`config.mk`:
```
export PLATFORM = sky130hd
export DESIGN_NAME = mf3_out_seq
export DESIGN_NICKNAME = d
export VERILOG_FILES = /design/src/median_filter_3x3_macros.svh /design/src/mf3_pkg.sv /design/src/mf3_out_seq.sv
export SDC_FILE = /design/constraint.sdc
export NUM_CORES = 1
export LEC_CHECK = 0
export ABC_AREA = 1
export BUFFER_PORTS_ARGS = -buffer_cell sky130_fd_sc_hd__buf_2
export CORE_ASPECT_RATIO = 1.1
export CORE_UTILIZATION = 43
export DETAILED_ROUTE_END_ITERATION = 7
export GPL_TIMING_DRIVEN = 0
export PLACE_DENSITY_LB_ADDON = 0.15
export SLEW_MARGIN = 20
export SYNTH_ARGS = -nofsm -noshare
export SYNTH_HDL_FRONTEND = slang
export SYNTH_SLANG_ARGS = --single-unit
```
`constraint.sdc`:
```
create_clock -name clk -period 1.9 [get_ports clk]
set_input_delay 0.38 -clock clk [delete_from_list [all_inputs] [get_ports clk]]
set_output_delay 0.38 -clock clk [all_outputs]
set_load 0.005 [all_outputs]
```
`src/median_filter_3x3_macros.svh`:
```
// Assertion helpers for the median filter; clk and arst_n come from the using scope.
`ifndef MEDIAN_FILTER_3X3_MACROS_SVH
`define MEDIAN_FILTER_3X3_MACROS_SVH

// same-cycle implication
`define MF3_ASSERT_IMPL(label, ante, cons, msg) \
	label: assert property (@(posedge clk) disable iff (!arst_n) (ante) |-> (cons)) \
		else $error(msg);

// next-cycle implication
`define MF3_ASSERT_NEXT(label, ante, cons, msg) \
	label: assert property (@(posedge clk) disable iff (!arst_n) (ante) |=> (cons)) \
		else $error(msg);

`endif

```
`src/mf3_pkg.sv`:
```
package mf3_pkg;

	localparam int PIX_W        = 8;
	localparam int ROW_W        = 12;
	localparam int COL_W        = 10;
	localparam int WIDTH_REG_W  = 11;
	localparam int HEIGHT_REG_W = 13;
	localparam int CFG_DATA_W   = 13;
	localparam int HEIGHT_MAX   = 4096;
	localparam int SIZE_MIN     = 3;
	localparam int WIN_N        = 9;
	localparam int RES_N        = 4;

	localparam logic [WIDTH_REG_W-1:0]  WIDTH_RESET  = 11'd640;
	localparam logic [HEIGHT_REG_W-1:0] HEIGHT_RESET = 13'd480;

	// result slots of one pixel, in emission order
	localparam int RES_CENTER = 0;
	localparam int RES_RIGHT  = 1;
	localparam int RES_BOTTOM = 2;
	localparam int RES_CORNER = 3;

	typedef logic [PIX_W-1:0] pix_t;
	typedef pix_t [WIN_N-1:0] win_t;

	typedef enum logic [0:0] {
		REG_IMAGE_WIDTH  = 1'b0,
		REG_IMAGE_HEIGHT = 1'b1
	} cfg_reg_t;

	// what one pixel releases: pending results and their coordinates
	typedef struct packed {
		logic [RES_N-1:0] mask;
		logic             med_en;
		logic [ROW_W-1:0] row_a;
		logic [COL_W-1:0] col_a;
		logic [ROW_W-1:0] row_b;
		logic [COL_W-1:0] col_b;
	} res_info_t;

endpackage

```
`src/mf3_out_seq.sv`:
```
module mf3_out_seq
	import mf3_pkg::*;
(
	input  logic             clk,
	input  logic             arst_n,
	input  logic             in_valid,
	output logic             in_ready,
	input  pix_t             in_median,
	input  res_info_t        in_info,
	output logic             out_valid,
	input  logic             out_ready,
	output logic [PIX_W-1:0] median_value,
	output logic [ROW_W-1:0] out_row,
	output logic [COL_W-1:0] out_col,
	output logic             frame_last
);

	logic [RES_N-1:0] mask_q;
	res_info_t        info_q;
	pix_t             val_q;
	logic [RES_N-1:0] mask_rest;
	logic [RES_N-1:0] pick;

	assign mask_rest = mask_q & (mask_q - RES_N'(1));
	assign pick      = mask_q & ~mask_rest;
	assign out_valid = |mask_q;
	// take the next word once the last pending result leaves
	assign in_ready  = (mask_rest == '0) && ((mask_q == '0) || out_ready);

	always_ff @(posedge clk or negedge arst_n) begin
		if (!arst_n) begin
			mask_q <= '0;
		end else if (in_valid && in_ready) begin
			mask_q <= in_info.mask;
		end else if (out_valid && out_ready) begin
			mask_q <= mask_rest;
		end
	end

	always_ff @(posedge clk) begin
		if (in_valid && in_ready) begin
			info_q <= in_info;
			val_q  <= in_info.med_en ? in_median : '0;
		end
	end

	always_comb begin
		median_value = '0;
		out_row      = info_q.row_b;
		out_col      = info_q.col_b;
		frame_last   = 1'b0;
		if (pick[RES_CENTER]) begin
			median_value = val_q;
			out_row      = info_q.row_a;
			out_col      = info_q.col_a;
		end else if (pick[RES_RIGHT]) begin
			out_row = info_q.row_a;
		end else if (pick[RES_BOTTOM]) begin
			out_col = info_q.col_a;
		end else begin
			frame_last = pick[RES_CORNER];
		end
	end

endmodule

```
==> run_results.csv <==
group,metric,value,unit
timing,worst_slack,-0.525,ps
synthesis,ys_top_cells_by_area,"edfxtp_1 69%, nand2_1 10%, mux2_1 5.0%",
finish,fin_nets,344,
global_route,grt_max_degree,55,
timing,max_slew_margin,75.4,%
power,power_density,1580,nW/um2
route,drt-vias-per-instance,4.49,
synthesis,synth_seq_area_share,73.0,%
floorplan,die_x,71.3,um
placed_design,gp_congestion,0.781,
setup_path,cp-end-kind,"primary output",
worst_hold_path,min_to,"info_q[32]$_DFFE_PP_",
placed_design,hpwl,2910,um
floorplan,core,5030,um2
power,vdd_drop_max,0.751,mV
synthesis,ys_async_sr_fraction,7.14,%
global_route,grt_pass1_wl,6530,um
setup_path,startpoint_type,"flip-flop",
setup_path,required,1520,ps
floorplan,fp.dieArea,5580,um2
synthesis,syn_avg_cell_area,12.7,um2
timing,worstMarginPinSlew,369,ps
timing,period_needed,1900,ps
synthesis,netlist_area,2270,um2
timing,drv_slew,0,
worst_hold_path,hold_class,"primary input to flip-flop",
status,outcome,"finished, violations left",
status,violations,"design-rule violations, negative setup slack",
global_route,grt_overflow,0,
route,dr.pass1.iters,6,
setup_path,path_max_fanout,5,
global_route,antenna_found_initial,0,
synthesis,synth_nets,240,
cts,clock_path_buffers,2,
timing,hold_violations,0,
timing,period_share,100,%
setup_path,r2r_slack,140,ps
setup_path,crit_type,"flip-flop to primary output",
finish,syn_to_final_growth,39.8,%
finish,drive_above_1_share,47.5,%
route,first_iter_violations,36,
floorplan,start_util,45.2,%
floorplan,die_y,78.3,um
power,power.share.sequential,36.7,%
timing,finalClockSkew,4.20,ps
timing,rsz0062_at_grt,"true",
cts,cts_tree,"built",
placed_design,place_ws,-46.1,ps
cts,clock-sinks,56,
synthesis,synth_common_cells,"62 x nand2_1, 52 x edfxtp_1, 21 x inv_1",
finish,n_antenna_cell,0,
run,maxCapViolations,0,
finish,design_area,3180,um2
cts,insertion_delay,300,ps
floorplan,ioPinCount,94,
cts,path_clk_slew,100,ps
synthesis,synth-seq-cells,56,
synthesis,yosysTopAreaCellShare,68.6,%
setup_path,r2r_end,"info_q[15]$_DFFE_PP_",
synthesis,synth-edff-count,52,
route,finalWirelength,4190,um
setup_path,r2r-start,"mask_q[1]$_DFFE_PN0P_",
timing,max_freq,0.526,GHz
route,vias,1537,
timing,setup_viol,2,
power,leakagePower,0.00156,uW
synthesis,synth_ff_type,"edfxtp_1",
global_route,grt_usage,15.4,%
worst_hold_path,hp-start,"in_info[32]",
placed_design,postPlaceCellArea,2810,um2
route,ant_nets,0,
worst_hold_path,hold_path_depth,1,
placed_design,portBuffers,92,
route,drc,5,
setup_path,reg2reg_depth,6,
setup_path,worstPathArrival,1520,ps
synthesis,synthMostInstantiatedCell,"nand2_1",
power,comb_power_share,42.8,%
power,p_switching,1540,uW
cts,htree_levels,2,
route,wl_per_cell,12.2,um
cts,cts_buffers,5,
global_route,first_global_vias,1515,
synthesis,synth_cell_types,19,
power,netSwitchingFraction,30.6,%
synthesis,synthCells,179,
cts,root_buffer,"clkbuf_8",
synthesis,synth_warnings,0,
floorplan,rows,27,
power,internal-power,3490,uW
synthesis,synth_top_area_cell,"edfxtp_1",
power,clkPwrFrac,20.4,%
[power by group through the flow]
stage,logic [uW],clock network [uW],registers [uW]
floorplan,969,0,1840
global placement,1580,0,1850
detailed placement,1580,0,1870
CTS,1810,1040,1850
global route,2360,1080,1880
finish,2150,1030,1850
[worst max-delay path, stage by stage (launching register included)]
cell,delay (ps)
dfrtp_2,470
o21bai_4,180
buf_6,150
mux2_4,310
buf_6,120
[cells by family (layout without fill, tap and decap cells)]
family / count (synthesis) / in the layout / synth area share [%]
and+or+nand+nor: 81 / 81 / 16.1
DFF: 56 / 56 / 73.0
buffers and inverters: 30 / 135 / 5.34
muxes: 10 / 10 / 4.95
AOI/OAI and AO/OA: 2 / 2 / 0.550
[placed cells by master (no fill, tap or decap), drive strengths merged]
master	count
buf	100
nand2	66
edfxtp	52
inv	25
mux2	10
nand3	6
clkbuf	6
nor2	6
dfrtp	4
bufinv	3
nand4	3
o21bai	1
o21ai	1
dlygate4sd3	1
[cell type report]
class / instances / area (um2)
plain buffers: 4 / 37.5
clock buffers: 5 / 68.8
clock inverters: 3 / 90.1
fillers: 404 / 1850
inverters: 25 / 104
multi-input cells: 93 / 558
flip-flops and latches: 56 / 1660
well taps: 58 / 72.6
repair buffers: 98 / 587
[through the flow]
step                      util [%]  hold slack [ps]  power, uW  setup TNS [ps]  instances
final                         63.2              249       5030          -0.689        342
after global routing          63.2              232       5320            -561        342
after CTS                     60.5              237       4700           -15.5        339
after detailed placement      55.8              197       3450           -2300        329
after global placement        55.8              198       3430           -1500        329
after floorplan                  -             84.4       2810               0        179
[worst max-delay path by stage]
| stage | from | end | slack, ps | cells after the start |
|---|---|---|---|---|
| finish | mask_q[1]$_DFFE_PN0P_ | out_col[1] | -0.5 | 4 |
| global route | mask_q[1]$_DFFE_PN0P_ | out_col[7] | -60 | 4 |
| CTS | mask_q[1]$_DFFE_PN0P_ | out_col[7] | -8 | 4 |
| detailed placement | mask_q[0]$_DFFE_PN0P_ | info_q[9]$_DFFE_PP_ | -50 | 5 |
| global placement | mask_q[0]$_DFFE_PN0P_ | val_q[4]$_SDFFCE_PN0P_ | -30 | 5 |
| floorplan | mask_q[0]$_DFFE_PN0P_ | info_q[0]$_DFFE_PP_ | 210 | 5 |
[flip-flops by register name, summed over array words and instances (netlist names)]
register	count
info_q	44
val_q	8
mask_q	4
[per-layer routing]
layer | vias up | GRT usage (%) | wire length, um
met5 | - | 0 | 0
met4 | 0 | 6.00 | 49
met3 | 4 | 4.62 | 219
met2 | 52 | 27.6 | 2250
met1 | 689 | 16.9 | 1670
li1 | 792 | - | -
[what timing repair did]
| item | 4_1_cts | 5_1_grt |
|---|---|---|
| hold buffers | 1 | 0 |
| cloned | 1 | 0 |
| setup buffers | 1 | 3 |
| hold endpoints to repair | 4 | 0 |
| pin swaps | 1 | 4 |
| resized for setup | 18 | 21 |
| setup endpoints to repair | 72 | 74 |
Note: power is estimated with default switching activity, not from simulation.
