<file path="src/median_filter_3x3_macros.svh">
// Assertion helpers for the median filter; clk and arst_n come from the using scope.
`ifndef MEDIAN_FILTER_3X3_MACROS_SVH
`define MEDIAN_FILTER_3X3_MACROS_SVH

// same-cycle implication
`define MF3_ASSERT_IMPL(label, ante, cons, msg) \
	label: assert property (@(posedge clk) disable iff (!arst_n) (ante) |-> (cons)) \
		else $error(msg);

// next-cycle implication
`define MF3_ASSERT_NEXT(label, ante, cons, msg) \
	label: assert property (@(posedge clk) disable iff (!arst_n) (ante) |=> (cons)) \
		else $error(msg);

`endif

</file>
<file path="src/mf3_pkg.sv">
package mf3_pkg;

	localparam int PIX_W        = 8;
	localparam int ROW_W        = 12;
	localparam int COL_W        = 10;
	localparam int WIDTH_REG_W  = 11;
	localparam int HEIGHT_REG_W = 13;
	localparam int CFG_DATA_W   = 13;
	localparam int HEIGHT_MAX   = 4096;
	localparam int SIZE_MIN     = 3;
	localparam int WIN_N        = 9;
	localparam int RES_N        = 4;

	localparam logic [WIDTH_REG_W-1:0]  WIDTH_RESET  = 11'd640;
	localparam logic [HEIGHT_REG_W-1:0] HEIGHT_RESET = 13'd480;

	// result slots of one pixel, in emission order
	localparam int RES_CENTER = 0;
	localparam int RES_RIGHT  = 1;
	localparam int RES_BOTTOM = 2;
	localparam int RES_CORNER = 3;

	typedef logic [PIX_W-1:0] pix_t;
	typedef pix_t [WIN_N-1:0] win_t;

	typedef enum logic [0:0] {
		REG_IMAGE_WIDTH  = 1'b0,
		REG_IMAGE_HEIGHT = 1'b1
	} cfg_reg_t;

	// what one pixel releases: pending results and their coordinates
	typedef struct packed {
		logic [RES_N-1:0] mask;
		logic             med_en;
		logic [ROW_W-1:0] row_a;
		logic [COL_W-1:0] col_a;
		logic [ROW_W-1:0] row_b;
		logic [COL_W-1:0] col_b;
	} res_info_t;

endpackage

</file>
<file path="src/mf3_median.sv">
module mf3_median
	import mf3_pkg::*;
(
	input  logic      clk,
	input  logic      arst_n,
	input  logic      in_valid,
	output logic      in_ready,
	input  win_t      in_win,
	input  res_info_t in_info,
	output logic      out_valid,
	input  logic      out_ready,
	output pix_t      out_median,
	output res_info_t out_info
);

	function automatic win_t cx(win_t p, int a, int b);
		win_t r;
		r = p;
		if (p[a] > p[b]) begin
			r[a] = p[b];
			r[b] = p[a];
		end
		return r;
	endfunction

	logic      v_s2, v_s3, v_s4;
	logic      en_s2, en_s3, en_s4;
	win_t      win_s2, win_s3, win_s4;
	res_info_t info_s2, info_s3, info_s4;
	win_t      net_a, net_b, net_c;

	assign en_s4    = !v_s4 || out_ready;
	assign en_s3    = !v_s3 || en_s4;
	assign en_s2    = !v_s2 || en_s3;
	assign in_ready = en_s2;

	// network split into three groups of three layers
	always_comb begin
		net_a = win_s2;
		net_a = cx(net_a, 1, 2); net_a = cx(net_a, 4, 5); net_a = cx(net_a, 7, 8);
		net_a = cx(net_a, 0, 1); net_a = cx(net_a, 3, 4); net_a = cx(net_a, 6, 7);
		net_a = cx(net_a, 1, 2); net_a = cx(net_a, 4, 5); net_a = cx(net_a, 7, 8);

		net_b = win_s3;
		net_b = cx(net_b, 0, 3); net_b = cx(net_b, 5, 8); net_b = cx(net_b, 4, 7);
		net_b = cx(net_b, 3, 6); net_b = cx(net_b, 1, 4); net_b = cx(net_b, 2, 5);
		net_b = cx(net_b, 4, 7);

		net_c = win_s4;
		net_c = cx(net_c, 2, 4);
		net_c = cx(net_c, 4, 6);
		net_c = cx(net_c, 2, 4);
	end

	always_ff @(posedge clk or negedge arst_n) begin
		if (!arst_n) begin
			v_s2 <= 1'b0;
			v_s3 <= 1'b0;
			v_s4 <= 1'b0;
		end else begin
			if (en_s2) begin
				v_s2 <= in_valid;
			end
			if (en_s3) begin
				v_s3 <= v_s2;
			end
			if (en_s4) begin
				v_s4 <= v_s3;
			end
		end
	end

	always_ff @(posedge clk) begin
		if (en_s2) begin
			win_s2  <= in_win;
			info_s2 <= in_info;
		end
		if (en_s3) begin
			win_s3  <= net_a;
			info_s3 <= info_s2;
		end
		if (en_s4) begin
			win_s4  <= net_b;
			info_s4 <= info_s3;
		end
	end

	assign out_valid  = v_s4;
	assign out_median = net_c[4];
	assign out_info   = info_s4;

endmodule

</file>
<file path="config.mk">
export PLATFORM = sky130hd
export DESIGN_NAME = mf3_median
export DESIGN_NICKNAME = d
export VERILOG_FILES = /design/src/median_filter_3x3_macros.svh /design/src/mf3_pkg.sv /design/src/mf3_median.sv
export SDC_FILE = /design/constraint.sdc
export NUM_CORES = 1
export LEC_CHECK = 0
export BUFFER_PORTS_ARGS = -buffer_cell sky130_fd_sc_hd__buf_2
export CORE_UTILIZATION = 55
export DETAILED_ROUTE_END_ITERATION = 8
export PLACE_DENSITY = 0.76
export SETUP_SLACK_MARGIN = 0.05
export SLEW_MARGIN = 20
export SYNTH_ARGS = -nofsm -noshare
export SYNTH_HDL_FRONTEND = slang
export SYNTH_SLANG_ARGS = --single-unit
</file>
<file path="constraint.sdc">
create_clock -name clk -period 18.8 [get_ports clk]
set_input_delay 1.88 -clock clk [delete_from_list [all_inputs] [get_ports clk]]
set_output_delay 1.88 -clock clk [all_outputs]
set_load 0.005 [all_outputs]
</file>
==> metrics.txt, run 1 <==
status=finished clean; post-synthesis sequential area ratio=56.9%; Post-DP Area=between 15000 and 20000 sq um; area of the mapped netlist=16800 sq um; critical path's top delay family=compound AO/OA/AOI/OAI gates; Die W=177 um; Core ar.=between 20000 and 30000 sq um; synthesized flop and latch total=between 300 and 400; total CTS buffers=34; WHS=413 ps; slowest stage delay, CP=770 ps; Final ANT Viol Nets=0; Port-buffer cells=between 150 and 200; clk_skew=between 15 and 20 ps; clk sink count=~320; period utilization=between 40% and 50%; H-tree levels=2; placed cells=1956; asr flop ratio synth=less than 1%; final instance area=between 15000 and 20000 sq um; Max-slew headroom=around 30%; P_leak=8.29 nW; CTS hold repair buffers=0; FP Rows=between 60 and 70; total of max-cap violations=0; DP HPWL=between 20000 and 30000 um; fin nets=approximately 1900; Placement Setup Slack=about 11000 ps; DR DRC count=0; Max VDD drop=~0.16 mV; drt initial violations=a little over 800; Via density=approximately 5.8; Worst Path Buf+Inv=2; post-CTS sizing=0; synthesized area per cell=approximately 12 sq um; initial antenna violation count=1; Hold Crit Class=reg -> reg; gr ovfl total=0; Final WS setup=around 10000 ps; Warnings, synthesis=0; vias=between 10000 and 15000; data required time of the worst path=between 15000 and 20000 ps; # fillers=around 2300; largest net degree at the start of global routing=75; Synth cell types=72; Starting Density=56.3%; ranking of synthesized cells by area=edfxtp_1 56%, ha_1 11%, a21oi_1 3.5%; clk root buf=clkbuf_16; Clock Pin Slew Worst Setup and Hold Paths=60 ps; antenna cells=0; worst r2r path cells=26; aggregate routed wire length=~37000 um; Worst-Skew Late Latency=~530 ps; first-pass GRT wire length=56600 um; Post-synth EDFFs=between 300 and 400; gpl congestion=approximately 0.94; RSZ-0062 raised after global routing=no; top-count cell post-synth=edfxtp_1; Post-synth top cells=315 x edfxtp_1, 145 x ha_1, 141 x inv_1, 118 x a21oi_1, 110 x nor2_1; layout overhead on the synthesized area=14.5%; Tot GR Track Use=between 20% and 30%; Crit path depth=27; vias in the first global route=10900; Slew Limit Fails=0; DRT Pass-1 Iters=9; prevailing post-synth register cell=edfxtp_1; min Tclk post-route=8720 ps; final core utilization=about 64%; pwr/cell area=209 nW/um^2; Synth Net Count=approximately 1700; critical path arrival=slightly below 7000 ps; Critical Path Slowest Stage Cell=a21oi_1; final setup fails=0; CTS tree=built; Post-CTS Repair Setup Buffers=0; critical path class=reg -> out; Synth area leader=edfxtp_1; Clock Tree Buf Depth=3; # IOs=184; count of final hold-check violations=0; Setup crit end kind=output pin; Yosys top cell area share=between 50% and 60%; drt wl/cell=18.3 um; share of layout cells above drive strength 1=a little under a fifth; die height=between 150 and 200 um; type of origin of the critical path=register; Max FO, Critical Path=23; Syn Inst Count=roughly 1400; fin cells=2017; Hold Crit Depth=0; Fmax achieved=115 MHz; total power after layout=approximately 4.0 mW; Least-Margin Pin Slew=roughly 1000 ps; setup TNS=0 ps; Die Area=31200 sq um
[layer usage]
metal | part of all wire, % | wire length [um] | global-route usage, % | up-vias
li1 | - | - | - | 5725
met1 | 44 | 16100 | 32.2 | 5587
met2 | 47 | 17400 | 38.1 | 420
met3 | 7.0 | 2570 | 4.26 | 61
met4 | 2.0 | 743 | 6.00 | 2
met5 | 0.035 | 13 | 0 | -
[state kept, by name (all words and copies together) (netlist names)]
| name | cells |
|---|---|
| win_s3 | 72 |
| out_info | 49 |
| v_s3 | 1 |
| win_s4 | 24 |
| info_s3 | 49 |
| v_s2 | 1 |
| info_s2 | 49 |
| win_s2 | 72 |
| out_valid | 1 |
[worst paths after layout]
| check | start | end | slack (ps) |
|---|---|---|---|
| hold reg to reg | info_s2[38] | info_s3[38] | 410 |
| setup reg to reg | win_s2[35] | win_s3[35] | 11500 |
| setup / recovery | win_s4[33] | out_median[4] | 10080 |
| max in group asynchronous | arst_n | v_s2 | 17560 |
| min in group asynchronous | arst_n | out_valid | 1130 |
| hold / removal | info_s2[38] | info_s3[38] | 410 |
[area by class of cell]
| cell class | count | area, sq um | area share (%) |
|---|---|---|---|
| flip-flops and latches | 318 | 9530 | 49.7 |
| multi-input cells | 911 | 6580 | 34.3 |
| repair buffers | 195 | 1010 | 5.24 |
| clock buffers | 37 | 862 | 4.49 |
| inverters | 142 | 533 | 2.78 |
| well taps | 390 | 488 | 2.54 |
| clock inverters | 24 | 198 | 1.03 |
[power by group]
| group | switching [mW] | leakage [nW] | total, mW | internal [mW] |
|---|---|---|---|---|
| logic | 1.33 | 4.57 | 2.25 | 0.924 |
| registers | 0.108 | 3.22 | 1.14 | 1.03 |
| clock network | 0.275 | 0.502 | 0.626 | 0.351 |
[logic make-up (layout without fill, tap and decap cells)]
family	after synthesis	count (layout)	share of synthesized area (%)
buffers and inverters	174	398	4.01
adder cells (fa/ha/maj)	145	145	10.8
multiplexers	60	60	3.69
flip-flops	318	318	56.9
AND/OR/NAND/NOR	327	327	9.25
XOR/XNOR	1	1	0.0523
AO/OA/AOI/OAI	378	378	15.3
[cells in the final DEF (no fill, tap or decap), drive strengths merged, types with 5 or more instances in the layout]
cell type  count
or2            7
buf          195
mux2i         49
o211ai         9
o21bai         5
ha           145
clkbuf        37
a21oi        119
nor2         110
edfxtp       315
nand2         82
mux2          11
nand3b         6
clkinv        20
inv          141
a21o          33
a222oi        18
o21a           9
nand4         21
o221ai         5
and2           9
o31ai          5
o32a          10
a31oi          6
o21ai         89
nor3          13
a221oi         8
nand2b        17
nor2b         18
or3            6
nand3         25
o221a         23
and3           7
Note: power is estimated with default switching activity, not from simulation.
==> run 2, diff against run 1 <==
- clock period: 18.8 -> 8.8 ns (I/O delays scaled with it)
==> metrics.txt, run 2 (synthesized netlist as in run 1, its figures left out) <==
total power after layout=8.54 mW; critical path's top delay family=compound AO/OA/AOI/OAI gates; final instance area=19200 sq um; Clock Pin Slew Worst Setup and Hold Paths=roughly 60 ps; H-tree levels=2; Die W=around 180 um; gpl congestion=0.959; critical path arrival=around 7000 ps; GRT busiest layer=met2; GR Util met1=about a third; share of layout cells above drive strength 1=18.4%; final core utilization=~64%; placed cells=approximately 2000; post-CTS sizing=0; total CTS buffers=35; Via density=a little under 6; Clock Tree Buf Depth=3; Setup crit end kind=output pin; Core ar.=between 20000 and 30000 sq um; Die Area=just over 30000 sq um; CTS tree=built; vias=approximately 12000; total of max-cap violations=0; CTS hold repair buffers=0; final setup fails=0; Post-DP Area=~18000 sq um; Placement Setup Slack=~1500 ps; combinational power share=55.8%; slowest stage delay, CP=about 830 ps; die height=approximately 180 um; DP HPWL=between 20000 and 30000 um; Critical Path Slowest Stage Cell=a21oi_1; data required time of the worst path=about 7900 ps; # fillers=2297; Tot GR Track Use=about a quarter; FP Rows=63; fin nets=about 1900; drt wl/cell=roughly 19 um; most frequent cell on the critical path=o21ai_0; type of origin of the critical path=register; clock power share=between 10% and 20%; Worst Path Buf+Inv=1; setup TNS=0 ps; status=finished clean; Least-Margin Pin Slew=1080 ps; clk_skew=17.9 ps; Max-slew headroom=about 28%; Starting Density=a little under three fifths; largest net degree at the start of global routing=75; gr ovfl total=0; critical path class=reg -> out; min Tclk post-route=around 7900 ps; reg2reg start=win_s2[35]; aggregate routed wire length=37400 um; GR Util met3=under 10%; GR Layer Usage met2=39.7%; Port-buffer cells=between 150 and 200; DR DRC count=0; Max VDD drop=between 0.3 and 0.4 mV; Sw Share=between 40% and 50%; Hold Crit Class=in -> async; period utilization=about 90%; Worst-Skew Late Latency=~530 ps; first-pass GRT wire length=roughly 58000 um; Slew Limit Fails=0; worst r2r path cells=27; clk root buf=clkbuf_16; reg2reg end=win_s3[38]; P_leak=8.30 nW; most frequent cells in the layout=315 x edfxtp_1, 184 x buf_2, 145 x ha_1; Max FO, Critical Path=23; vias in the first global route=around 11000; RSZ-0062 raised after global routing=no; Final WS setup=just under 900 ps; Regs by FF count=win_s2 (72), win_s3 (72); Final ANT Viol Nets=0; pwr/cell area=approximately 450 nW/um^2; DRT Pass-1 Iters=6; WHS=between 100 and 150 ps; clk sink count=318; # IOs=between 150 and 200; Post-CTS Repair Setup Buffers=0; Sequential Power Share=between 20% and 30%; Fmax achieved=between 100 and 150 MHz; P_sw=roughly 3.6 mW; cell-internal power=4.96 mW; count of final hold-check violations=0; layout overhead on the synthesized area=14.5%; fin cells=around 2000; drt initial violations=1090; r2r setup slk=between 1500 and 2000 ps; commonest non-fill, non-tap cell in the layout=edfxtp_1; initial antenna violation count=1
==> run 2: cell count changes in the layout (fill, tap and decap cells not counted), sizes merged <==
cell | before | now
inv | 141 | 142
clkinv | 20 | 12
clkinvlp | 4 | 2
buf | 195 | 197
clkbuf | 37 | 47
diode | 0 | 1
bufinv | 1 | 0
==> run 2: power groups by stage <==
stage | Combinational, mW | Sequential [mW] | Clock, mW
2_1_floorplan | 3.46 | 2.37 | 0
3_3_place_gp | 4.55 | 2.46 | 0
3_5_place_dp | 4.70 | 2.47 | 0
4_1_cts | 4.73 | 2.44 | 1.36
5_1_grt | 5.33 | 2.48 | 1.42
6_report | 4.77 | 2.44 | 1.33
==> run 2: area by class of cell <==
type,instances,area [sq um],share of cell area [%]
Timing Repair Buffer,197,1020,5.31
Clock inverter,14,106,0.554
Antenna cell,1,2.50,0.0130
Sequential cell,318,9530,49.7
Tap cell,390,488,2.54
Clock buffer,47,941,4.90
Inverter,142,533,2.78
Multi-Input combinational cell,911,6570,34.2
==> run 2: worst max path at each step <==
| stage | to | cells past startpoint | slack, ps | start |
|---|---|---|---|---|
| finish | out_median[4] | 27 | 890 | win_s4[17] |
| global placement | win_s3[35] | 26 | 1810 | win_s2[35] |
| global route | out_median[7] | 27 | 460 | win_s4[17] |
| floorplan | out_median[0] | 27 | 2620 | win_s4[17] |
| CTS | out_median[7] | 27 | 930 | win_s4[17] |
| detailed placement | out_median[7] | 27 | 1490 | win_s4[17] |
==> run 2: per-layer routing <==
| metal | vias up | wire length, um |
|---|---|---|
| li1 | 5720 | - |
| met1 | 5582 | 16200 |
| met2 | 412 | 17900 |
| met3 | 69 | 2330 |
| met4 | 0 | 891 |
| met5 | - | 0 |
==> run 3, diff against run 2 <==
- ABC_AREA: not set -> 1
- CTS_CLUSTER_DIAMETER: not set -> 60
==> metrics.txt, run 3 <==
Synth area leader=edfxtp_1; Via density=~5.2; DRT Pass-1 Iters=5; post-synthesis sequential area ratio=between 50% and 60%; Max FO, Critical Path=17; Die Area=between 30000 and 40000 sq um; synthesized area per cell=slightly above 10 sq um; Slew Limit Fails=0; total of max-cap violations=0; Regs by FF count=win_s2 (72), win_s3 (72); DP HPWL=24100 um; clk root buf=clkbuf_16; Tot GR Track Use=between 20% and 30%; critical path arrival=6080 ps; prevailing post-synth register cell=edfxtp_1; period utilization=a little under 80%; Yosys top cell area share=57.3%; synthesized flop and latch total=between 300 and 400; CTS tree=built; Post-synth top cells=377 x nand2_1, 315 x edfxtp_1, 209 x inv_1, 145 x ha_1, 109 x nand3_1; vias in the first global route=~11000; clk sink count=between 300 and 400; Setup crit end kind=output pin; Clock Pin Slew Worst Setup and Hold Paths=60 ps; min Tclk post-route=6960 ps; Post-DP Area=17800 sq um; count of final hold-check violations=0; top-count cell post-synth=nand2_1; # IOs=between 150 and 200; most frequent cell on the critical path=nand2_1; Fmax achieved=~140 MHz; die height=~180 um; Post-synth EDFFs=around 320; CTS hold repair buffers=0; Final ANT Viol Nets=0; drt initial violations=about 740; share of layout cells above drive strength 1=around 16%; critical path class=reg -> out; Clock Tree Buf Depth=3; clk_skew=roughly 21 ps; Warnings, synthesis=0; gpl congestion=0.898; layout overhead on the synthesized area=14.6%; gr ovfl total=0; Syn Inst Count=between 1500 and 2000; type of origin of the critical path=register; asr flop ratio synth=0.943%; Least-Margin Pin Slew=1040 ps; Critical Path Slowest Stage Cell=a32oi_1; Die W=~180 um; Worst-Skew Late Latency=around 530 ps; antenna cells=0; post-CTS sizing=0; FP Rows=63; initial antenna violation count=0; area of the mapped netlist=between 15000 and 20000 sq um; total CTS buffers=34; final setup fails=0; Worst Path Buf+Inv=4; H-tree levels=2; Hold Crit Class=in -> async; RSZ-0062 raised after global routing=no; Max-slew headroom=between 30% and 40%; first-pass GRT wire length=51600 um; DR DRC count=0; critical path, cell by cell=ha_1 > nand2_1 > nor2_1 > nand3_1 > o21ai_1 > buf_4 > a21oi_1 > ha_1 > nand2_1 > o21ai_0 > nand2_1 > a32oi_1 > o21ai_0 > ha_1 > inv_1 > nor2_1 > nor2_1 > o21a_1 > o221ai_1 > o31ai_1 > inv_1 > nand2_1 > o21ai_0 > buf_2; aggregate routed wire length=31800 um; most frequent cells in the layout=375 x nand2_1, 315 x edfxtp_1, 208 x inv_1; Core ar.=between 20000 and 30000 sq um; ranking of synthesized cells by area=edfxtp_1 57%, ha_1 11%, nand2_1 8.6%; data required time of the worst path=7920 ps; drt wl/cell=roughly 14 um; critical path's top delay family=compound AO/OA/AOI/OAI gates; Starting Density=between 50% and 60%; setup TNS=0 ps; fin nets=between 2000 and 2500; status=finished clean; slowest stage delay, CP=between 800 and 900 ps; final instance area=about 19000 sq um; Post-CTS Repair Setup Buffers=0; Synth Net Count=roughly 1900; commonest non-fill, non-tap cell in the layout=nand2_1; largest net degree at the start of global routing=85; vias=roughly 11000; Port-buffer cells=roughly 180; Synth cell types=33
-- run 3: path summary, 6_finish.rpt --
path,from,to,slack [ps],cells after the start
hold / removal,arst_n,v_s2,140,1
min in group clk,info_s3[45],out_info[45],400,0
hold reg to reg,info_s3[45],out_info[45],400,0
setup reg to reg,win_s2[13],win_s3[14],3110,25
setup / recovery,win_s4[23],out_median[1],1840,24
max in group asynchronous,arst_n,v_s3,8540,1
-- run 3: through the flow --
step / instances / util [%] / hold WS [ps] / setup WS (ps)
floorplan: 1589 / - / 400 / 2560
detailed placement: 2134 / 60.2 / 405 / 2500
global placement: 2134 / 60.2 / 400 / 2730
CTS: 2196 / 63.9 / 127 / 1910
global route: 2196 / 64.0 / 130 / 1160
finish: 2196 / 64.0 / 141 / 1840
-- run 3: layer usage --
metal,vias to the layer above,share of wire (%),GRT usage (%)
met4,0,3.4,8.30
met2,279,49,36.8
met3,63,4.9,3.15
met5,-,0,0
met1,5194,43,26.4
li1,5831,-,-
-- run 3: cells by family (layout without fill, tap and decap cells) --
family                   after synthesis  in the layout  synth area share [%]
AND/OR/NAND/NOR                      641            641                  17.3
flip-flops                           318            318                  57.8
buffers and inverters                245            462                  5.77
AO/OA/AOI/OAI                        240            240                  8.17
adder cells (fa/ha/maj)              145            145                  11.0
-- run 3: cell type report --
class	count	area, sq um
clock buffers	45	912
clock inverters	17	183
fillers	2329	10700
inverters	212	798
multi-input cells	1026	6040
flip-flops and latches	318	9530
well taps	390	488
repair buffers	188	953
Power of run 3 is left out: the tool's default activity adds up to more than one toggle a clock period on the data nets, which glitch-free logic cannot reach.
